File: src/rtl/bsk_pkg.sv
// ----------------------------------------------------------------------------
// bsk_pkg - shared types and constants of the best-K store
// Command codes, configuration widths and the control bundle sent to each cell.
// ----------------------------------------------------------------------------
package bsk_pkg;

  // Command field codes
  localparam logic CMD_INSERT    = 1'b0;
  localparam logic CMD_NEW_BATCH = 1'b1;

  // Keep-limit register
  localparam int unsigned LIMIT_BITS  = 5;
  localparam logic [LIMIT_BITS-1:0] LIMIT_RESET = 5'd16;

  // Per-cell control, driven from the top level each cycle
  typedef struct packed {
    logic load;  // a request is being inserted this cycle
    logic live;  // the cell holds an entry that survives this insert
    logic tail;  // the cell is the first free slot after the survivors
  } cell_ctrl_t;

endpackage

File: src/rtl/bsk_req_if.sv
// ----------------------------------------------------------------------------
// bsk_req_if - request channel of the best-K store
// Valid/ready handshake carrying command, score and target tag.
// ----------------------------------------------------------------------------
interface bsk_req_if #(
  parameter int unsigned SCORE_BITS = 32,
  parameter int unsigned TAG_BITS   = 16
);
  logic                         valid;
  logic                         ready;
  logic                         command;
  logic signed [SCORE_BITS-1:0] score_in;
  logic        [TAG_BITS-1:0]   target_in;

  modport source (output valid, command, score_in, target_in, input ready);
  modport sink   (input valid, command, score_in, target_in, output ready);
endinterface

File: src/rtl/bsk_res_if.sv
// ----------------------------------------------------------------------------
// bsk_res_if - result channel of the best-K store
// Valid/ready handshake carrying the outcome of one request.
// ----------------------------------------------------------------------------
interface bsk_res_if #(
  parameter int unsigned SCORE_BITS = 32,
  parameter int unsigned TAG_BITS   = 16,
  parameter int unsigned FILL_BITS  = 5
);
  logic                         valid;
  logic                         ready;
  logic                         accepted;
  logic                         new_best;
  logic signed [SCORE_BITS-1:0] best_score;
  logic        [TAG_BITS-1:0]   best_target;
  logic        [FILL_BITS-1:0]  fill_count;

  modport source (output valid, accepted, new_best, best_score, best_target, fill_count,
                  input ready);
  modport sink   (input valid, accepted, new_best, best_score, best_target, fill_count,
                  output ready);
endinterface

File: src/rtl/bsk_cell.sv
// ----------------------------------------------------------------------------
// bsk_cell - one slot of the sorted insertion row
// Compare the broadcast score, shift in from the left neighbour or load it.
// ----------------------------------------------------------------------------
module bsk_cell #(
  parameter int unsigned SCORE_BITS = 32,
  parameter int unsigned TAG_BITS   = 16
) (
  input  logic                         clk,
  input  bsk_pkg::cell_ctrl_t          ctrl,
  input  logic signed [SCORE_BITS-1:0] new_score,
  input  logic        [TAG_BITS-1:0]   new_target,
  input  logic                         prev_ahead,
  input  logic signed [SCORE_BITS-1:0] prev_score,
  input  logic        [TAG_BITS-1:0]   prev_target,
  output logic                         ahead,
  output logic                         above,
  output logic signed [SCORE_BITS-1:0] score,
  output logic        [TAG_BITS-1:0]   target
);
  import bsk_pkg::*;

  // New score goes ahead of this entry only when strictly lower
  assign ahead = ctrl.live && (new_score < score);
  // Entry strictly better than the new score
  assign above = score < new_score;

  always_ff @(posedge clk) begin
    if (ctrl.load) begin
      if (prev_ahead) begin
        score  <= prev_score;
        target <= prev_target;
      end else if (ahead || ctrl.tail) begin
        score  <= new_score;
        target <= new_target;
      end
    end
  end

endmodule

File: src/rtl/bounded_sorted_best_k_store.sv
// ----------------------------------------------------------------------------
// bounded_sorted_best_k_store - sorted store of the K lowest-scoring candidates
// A row of compare-and-shift cells keeps the entries in ascending score order.
// ----------------------------------------------------------------------------
// Result: an accepted request shows its result in the cycle after it is taken.
// Throughput: one request per cycle while results are taken; the row of cells
//   compares every entry against the broadcast score and all shift together.
// Reset: clears the fill count, the kept best (score and tag zero), the result
//   valid flag and sets keep_limit to 16. Entry contents are not cleared.
// ----------------------------------------------------------------------------
module bounded_sorted_best_k_store #(
  parameter int unsigned STORE_DEPTH = 16,
  parameter int unsigned SCORE_BITS  = 32,
  parameter int unsigned TAG_BITS    = 16
) (
  input  logic                         clk,
  input  logic                         rst,
  input  logic                         cfg_we,
  input  logic [bsk_pkg::LIMIT_BITS-1:0] cfg_data,
  bsk_req_if.sink                      req,
  bsk_res_if.source                    res
);
  import bsk_pkg::*;

  localparam int unsigned CNT_BITS = $clog2(STORE_DEPTH + 1);
  // Width wide enough for both the limit register and the fill count
  localparam int unsigned LW = (CNT_BITS > LIMIT_BITS) ? CNT_BITS : LIMIT_BITS;

  // Configuration and control state
  logic [LIMIT_BITS-1:0]        keep_limit;
  logic [CNT_BITS-1:0]          held;
  logic signed [SCORE_BITS-1:0] best_key;
  logic        [TAG_BITS-1:0]   best_tag;

  // Row signals
  cell_ctrl_t                   ctrl    [STORE_DEPTH];
  logic                         ahead   [STORE_DEPTH];
  logic                         above   [STORE_DEPTH];
  logic signed [SCORE_BITS-1:0] score   [STORE_DEPTH];
  logic        [TAG_BITS-1:0]   target  [STORE_DEPTH];
  logic [STORE_DEPTH-1:0]       last_hit;

  logic                         take;
  logic [LW-1:0]                lim;
  logic [CNT_BITS-1:0]          held_eff;
  logic [CNT_BITS-1:0]          survivors;
  logic [CNT_BITS-1:0]          last_idx;
  logic                         full;
  logic                         reject;
  logic                         front;

  // Hold a request while the result register is occupied and not being taken
  assign req.ready = !res.valid || res.ready;
  assign take      = req.valid && req.ready;

  // Clamp the limit to the range one to STORE_DEPTH
  always_comb begin
    lim = LW'(keep_limit);
    if (lim == '0) begin
      lim = LW'(1);
    end
    if (lim > LW'(STORE_DEPTH)) begin
      lim = LW'(STORE_DEPTH);
    end
  end

  // A new batch empties the store before the insert
  assign held_eff  = (req.command == CMD_NEW_BATCH) ? '0 : held;
  assign full      = LW'(held_eff) >= lim;
  // When full, drop the last entry to make room
  assign survivors = full ? held_eff - CNT_BITS'(1) : held_eff;
  assign last_idx  = held_eff - CNT_BITS'(1);

  // Reject when full and the last entry is strictly better
  assign reject = full && (|last_hit);
  // Lands at the front when it beats the first survivor or there is none
  assign front  = (survivors == '0) || ahead[0];

  for (genvar i = 0; i < STORE_DEPTH; i++) begin : g_row
    assign ctrl[i].load = take && !reject;
    assign ctrl[i].live = CNT_BITS'(i) < survivors;
    assign ctrl[i].tail = CNT_BITS'(i) == survivors;
    assign last_hit[i]  = (CNT_BITS'(i) == last_idx) && above[i];

    if (i == 0) begin : g_head
      bsk_cell #(
        .SCORE_BITS (SCORE_BITS),
        .TAG_BITS   (TAG_BITS)
      ) u_cell (
        .clk         (clk),
        .ctrl        (ctrl[i]),
        .new_score   (req.score_in),
        .new_target  (req.target_in),
        .prev_ahead  (1'b0),
        .prev_score  (req.score_in),
        .prev_target (req.target_in),
        .ahead       (ahead[i]),
        .above       (above[i]),
        .score       (score[i]),
        .target      (target[i])
      );
    end else begin : g_body
      // Shift from the left neighbour when the new score lands ahead of it
      bsk_cell #(
        .SCORE_BITS (SCORE_BITS),
        .TAG_BITS   (TAG_BITS)
      ) u_cell (
        .clk         (clk),
        .ctrl        (ctrl[i]),
        .new_score   (req.score_in),
        .new_target  (req.target_in),
        .prev_ahead  (ahead[i-1]),
        .prev_score  (score[i-1]),
        .prev_target (target[i-1]),
        .ahead       (ahead[i]),
        .above       (above[i]),
        .score       (score[i]),
        .target      (target[i])
      );
    end
  end

  // Configuration register
  always_ff @(posedge clk) begin
    if (rst) begin
      keep_limit <= LIMIT_RESET;
    end else if (cfg_we) begin
      keep_limit <= cfg_data;
    end
  end

  // Fill count and kept best
  always_ff @(posedge clk) begin
    if (rst) begin
      held     <= '0;
      best_key <= '0;
      best_tag <= '0;
    end else if (take) begin
      if (reject) begin
        held <= held_eff;
      end else begin
        held <= survivors + CNT_BITS'(1);
        if (front) begin
          best_key <= req.score_in;
          best_tag <= req.target_in;
        end
      end
    end
  end

  // Result register: advance on a new request, drop valid once taken
  always_ff @(posedge clk) begin
    if (rst) begin
      res.valid <= 1'b0;
    end else if (take) begin
      res.valid <= 1'b1;
    end else if (res.ready) begin
      res.valid <= 1'b0;
    end
  end

  always_ff @(posedge clk) begin
    if (take) begin
      res.accepted <= !reject;
      res.new_best <= !reject && front;
      if (!reject && front) begin
        res.best_score  <= req.score_in;
        res.best_target <= req.target_in;
        res.fill_count  <= survivors + CNT_BITS'(1);
      end else begin
        res.best_score  <= best_key;
        res.best_target <= best_tag;
        res.fill_count  <= reject ? held_eff : survivors + CNT_BITS'(1);
      end
    end
  end

endmodule

File: src/flat_wrapper.sv
// flat-port wrapper written by rule: the top's interface ports become plain ports
module bounded_sorted_best_k_store_flat import bsk_pkg::*;
#(
  parameter int unsigned STORE_DEPTH = 16,
  parameter int unsigned SCORE_BITS  = 32,
  parameter int unsigned TAG_BITS    = 16
)
  (clk, rst, cfg_we, cfg_data, req_valid, req_command, req_score_in, req_target_in, req_ready, res_valid, res_accepted, res_new_best, res_best_score, res_best_target, res_fill_count, res_ready);
  bsk_req_if #(.SCORE_BITS(SCORE_BITS), .TAG_BITS(TAG_BITS)) req_i ();
  bsk_res_if #(.SCORE_BITS(SCORE_BITS), .TAG_BITS(TAG_BITS), .FILL_BITS(5)) res_i ();
  input  logic clk;
  input  logic rst;
  input  logic cfg_we;
  input  logic [bsk_pkg::LIMIT_BITS-1:0] cfg_data;
  input wire logic [$bits(req_i.valid)-1:0] req_valid;
  input wire logic [$bits(req_i.command)-1:0] req_command;
  input wire logic [$bits(req_i.score_in)-1:0] req_score_in;
  input wire logic [$bits(req_i.target_in)-1:0] req_target_in;
  output wire logic [$bits(req_i.ready)-1:0] req_ready;
  output wire logic [$bits(res_i.valid)-1:0] res_valid;
  output wire logic [$bits(res_i.accepted)-1:0] res_accepted;
  output wire logic [$bits(res_i.new_best)-1:0] res_new_best;
  output wire logic [$bits(res_i.best_score)-1:0] res_best_score;
  output wire logic [$bits(res_i.best_target)-1:0] res_best_target;
  output wire logic [$bits(res_i.fill_count)-1:0] res_fill_count;
  input wire logic [$bits(res_i.ready)-1:0] res_ready;
  assign req_i.valid = req_valid;
  assign req_i.command = req_command;
  assign req_i.score_in = req_score_in;
  assign req_i.target_in = req_target_in;
  assign req_ready = req_i.ready;
  assign res_valid = res_i.valid;
  assign res_accepted = res_i.accepted;
  assign res_new_best = res_i.new_best;
  assign res_best_score = res_i.best_score;
  assign res_best_target = res_i.best_target;
  assign res_fill_count = res_i.fill_count;
  assign res_i.ready = res_ready;
  bounded_sorted_best_k_store #(.STORE_DEPTH(STORE_DEPTH), .SCORE_BITS(SCORE_BITS), .TAG_BITS(TAG_BITS)) u_core (.clk(clk), .rst(rst), .cfg_we(cfg_we), .cfg_data(cfg_data), .req(req_i), .res(res_i));
endmodule
File: config.mk
export PLATFORM = sky130hd
export DESIGN_NAME = bounded_sorted_best_k_store_flat
export DESIGN_NICKNAME = d
export VERILOG_FILES = /design/src/rtl/bsk_pkg.sv /design/src/rtl/bsk_req_if.sv /design/src/rtl/bsk_res_if.sv /design/src/rtl/bsk_cell.sv /design/src/rtl/bounded_sorted_best_k_store.sv /design/src/flat_wrapper.sv
export SDC_FILE = /design/constraint.sdc
export NUM_CORES = 2
export LEC_CHECK = 0
export BUFFER_PORTS_ARGS = -buffer_cell sky130_fd_sc_hd__buf_2
export CORE_ASPECT_RATIO = 1.5
export CORE_MARGIN = 5
export CORE_UTILIZATION = 35
export CTS_BUF_LIST = sky130_fd_sc_hd__clkbuf_4 sky130_fd_sc_hd__clkbuf_8
export DETAILED_ROUTE_END_ITERATION = 10
export GPL_ROUTABILITY_DRIVEN = 0
export GPL_TIMING_DRIVEN = 0
export PLACE_DENSITY = 0.49
export RECOVER_POWER = 50
export SYNTH_ARGS = -nofsm -noshare
export SYNTH_HDL_FRONTEND = slang
export SYNTH_SLANG_ARGS = --single-unit
File: constraint.sdc
create_clock -name clk -period 9 [get_ports clk]
set_input_delay 1.8 -clock clk [delete_from_list [all_inputs] [get_ports clk]]
set_output_delay 1.8 -clock clk [all_outputs]
set_load 0.02 [all_outputs]
==> flow_summary.ini <==
[timing]
grt_setup_unrepaired = false
hold_viol_final = 0
fmax_mhz = 122
max_slew_margin_pct = -114
min_period_ns = 8.21
finalSetupViolCount = 0
clock_skew_ns = 0.0331
tightest_slew_ns = 3.20
maxSlewViolCount = 62
fin_crit_sh_pct = 91.2

[clock_network]
clockBufferDepth = 3
cts_tree = yes
clkSinkCount = 626
clock-root-buffer = clkbuf_8
insertion_delay_ns = 0.78
cts_resized = 0
postCtsHoldBufs = 0
postCtsSetupBuffers = 0
h-tree-depth = 3
clk_pin_slew_ns = 0.06
numCtsBuffers = 105

[floorplanning]
io-pin-count = 116
dieArea_mm2 = 0.116
num_rows = 148
die_h_um = 414
initial_core_util_pct = 35.2
die_x_um = 279
core_mm2 = 0.108

[placed_design]
portBuffers = 113
dp_cells = 5017
dp_hpwl_um = 95700
place_area_mm2 = 0.0410

[yosys]
synth_seq_cells = 626
ys_top_cells_by_count = 567 x edfxtp_1, 525 x ha_1, 426 x nand2_1
synth-compound-area-share_pct = 12.6
synthSimpleGateAreaFrac_pct = 9.24
netlist_area_mm2 = 0.0381
avgSynthCellArea_um2 = 11.0
synth_cell_types = 79
synth-main-ff-cell = edfxtp_1
synth.top_cells.by_area = edfxtp_1 45%, ha_1 17%, mux2_2 6.0%
yosys.area_share.xor_xnor_pct = 0.115
synth-edff-count = 567
yosysWarnings = 0
yosys.area.top_type_share_pct = 44.7
ys_seq_area_share_pct = 47.8
synth_top_family_by_area = adder cells
synth_most_common_cell = edfxtp_1
syn_nets = 4047
yosys.area_share.adder_pct = 17.3
synth_top_area_cell = edfxtp_1
syn_inst = 3463
async_flop_share_pct = 0
synthMuxAreaShare_pct = 8.39

[grt]
grt_usage_pct = 20.0
grt_overflow = 0
grt_pass1_vias = 27700
antenna_found_initial = 4
grt_max_degree = 61
grt_pass1_wl_um = 174000

[final_layout]
fillerInstances = 10700
ff_latch_area_mm2 = 0.0182
layout.nets = 4283
syn2layout_area_growth_pct = 12.8
final_cells = 5207
design_area_mm2 = 0.0430
drive_gt1_share_pct = 11.9
multi_input_area_mm2 = 0.0183

[power]
powerDensity_mw_per_mm2 = 205
max-vdd-ir-drop_mv = 0.102
power.leakage_uw = 0.0176

[critical_path]
cp.arrival_ns = 8.72
worstSetupStartpointType = input pin
cp_max_fo = 17
end_kind = flop
worstPathRequired_ns = 9.51
worstSetupPathType = input pin to flop

[detailed_routing]
via_per_inst = 5.28
wl_um = 119000
wl_met1_um = 46800
num_vias = 27500
wl_per_cell_um = 22.9
drt_first_iter_violations = 1792
ant_nets = 0
wl_met3_um = 3880
highest_layer = met4
dr_wl_met2_um = 63800
first_pass_iters = 6
drc = 0

[run_status]
violations = max-capacitance violations, max-slew violations
status = complete, but fails checks

[worst_hold_path]
hp-class = flop to flop

[run]
max_cap_viol_count = 2
==> cells by family after synthesis <==
kind of cell,count (synthesis)
flops,626
compound gates,804
fa+ha+maj,525
buf+inv,459
mux,289
simple gates,755
xor+xnor,5
==> metrics by stage <==
step | total power (uW) | util (%) | TNS (ns) | setup slack, ns | hold slack [ns]
after global routing | 9280 | 39.7 | 0 | 0.550 | 0.485
after CTS | 8940 | 39.8 | 0 | 1.28 | 0.472
final | 8820 | 39.7 | 0 | 0.789 | 0.469
after global placement | 6170 | 37.3 | -553.38 | -2.59 | 0.450
after detailed placement | 6270 | 37.9 | 0 | 0.450 | 0.450
after floorplan | 5400 | - | 0 | 1.47 | 0.437
==> final cells by class <==
type,instances,share of cell area [%]
antenna,2,0.0116
tap,1425,4.15
multi-input combinational,2378,42.6
clock buffer,144,4.16
timing repair buffer,129,2.02
sequential,626,42.4
inverter,322,2.82
clock inverter,44,0.661
buffer,137,1.24
==> registers in the layout (all words and copies together), names as in the netlist, 16 cells and up <==
name                              cells
u_core.res.best_score                32
u_core.res.best_target               16
u_core.g_row.g_head.u_cell.score     32
u_core.g_row.g_body.u_cell.score    480
u_core.best_tag                      16
u_core.best_key                      32
==> worst paths after layout <==
kind | end | start | cells after the start | slack, ns
max | u_core.g_row[11].g_body.u_cell.score[24] | req_score_in[29] | 17 | 0.79
min | u_core.best_key[8] | u_core.best_key[8] | 1 | 0.47
max reg2reg | u_core.g_row[11].g_body.u_cell.score[24] | u_core.res.valid | 8 | 2.50
min reg2reg | u_core.best_key[8] | u_core.best_key[8] | 1 | 0.47
==> critical path, cell delays in order <==
cell and delay [ns]:
clkbuf_1 0.64, inv_1 0.63, ha_1 0.50, and4_1 0.28, nand4_1 0.23, or4_1 0.66, a31oi_1 0.31, nor3_1 0.12
nor4b_1 0.33, a211o_1 0.23, a211oi_4 0.08, a21oi_4 0.44, nand2b_1 0.16, clkbuf_1 0.88, clkbuf_2 0.76, a31oi_4 0.28
buf_16 0.31
==> cells in the final DEF (no fill, tap or decap), drive strengths merged, types with 5 or more instances in the layout <==
cell type  count
a2111oi        5
a211o          5
a211oi        19
a21boi         9
a21o          39
a21oi        224
a221oi         6
a22o          48
a31oi         15
and4          23
buf           48
clkbuf       362
clkinv        37
dfxtp         59
edfxtp       567
ha           525
inv          325
mux2         213
mux2i         76
nand2        426
nand2b        19
nand3         35
nand4         84
nor2          74
nor2b         24
nor3          16
nor4          24
o211ai        18
o21a           9
o21ai        353
o21ba          5
o31ai          5
==> per-layer routing <==
layer / track usage [%] / vias to the layer above
li1: - / 13300
met1: 22.6 / 13400
met2: 38.1 / 570
met3: 2.12 / 225
met4: 8.21 / 0
met5: 0 / -
==> where the power goes <==
group | internal (uW) | switching, uW
clock network | 1370 | 1260
registers | 3700 | 179
logic | 864 | 1450
No activity file was read; power rests on OpenSTA's default activity.
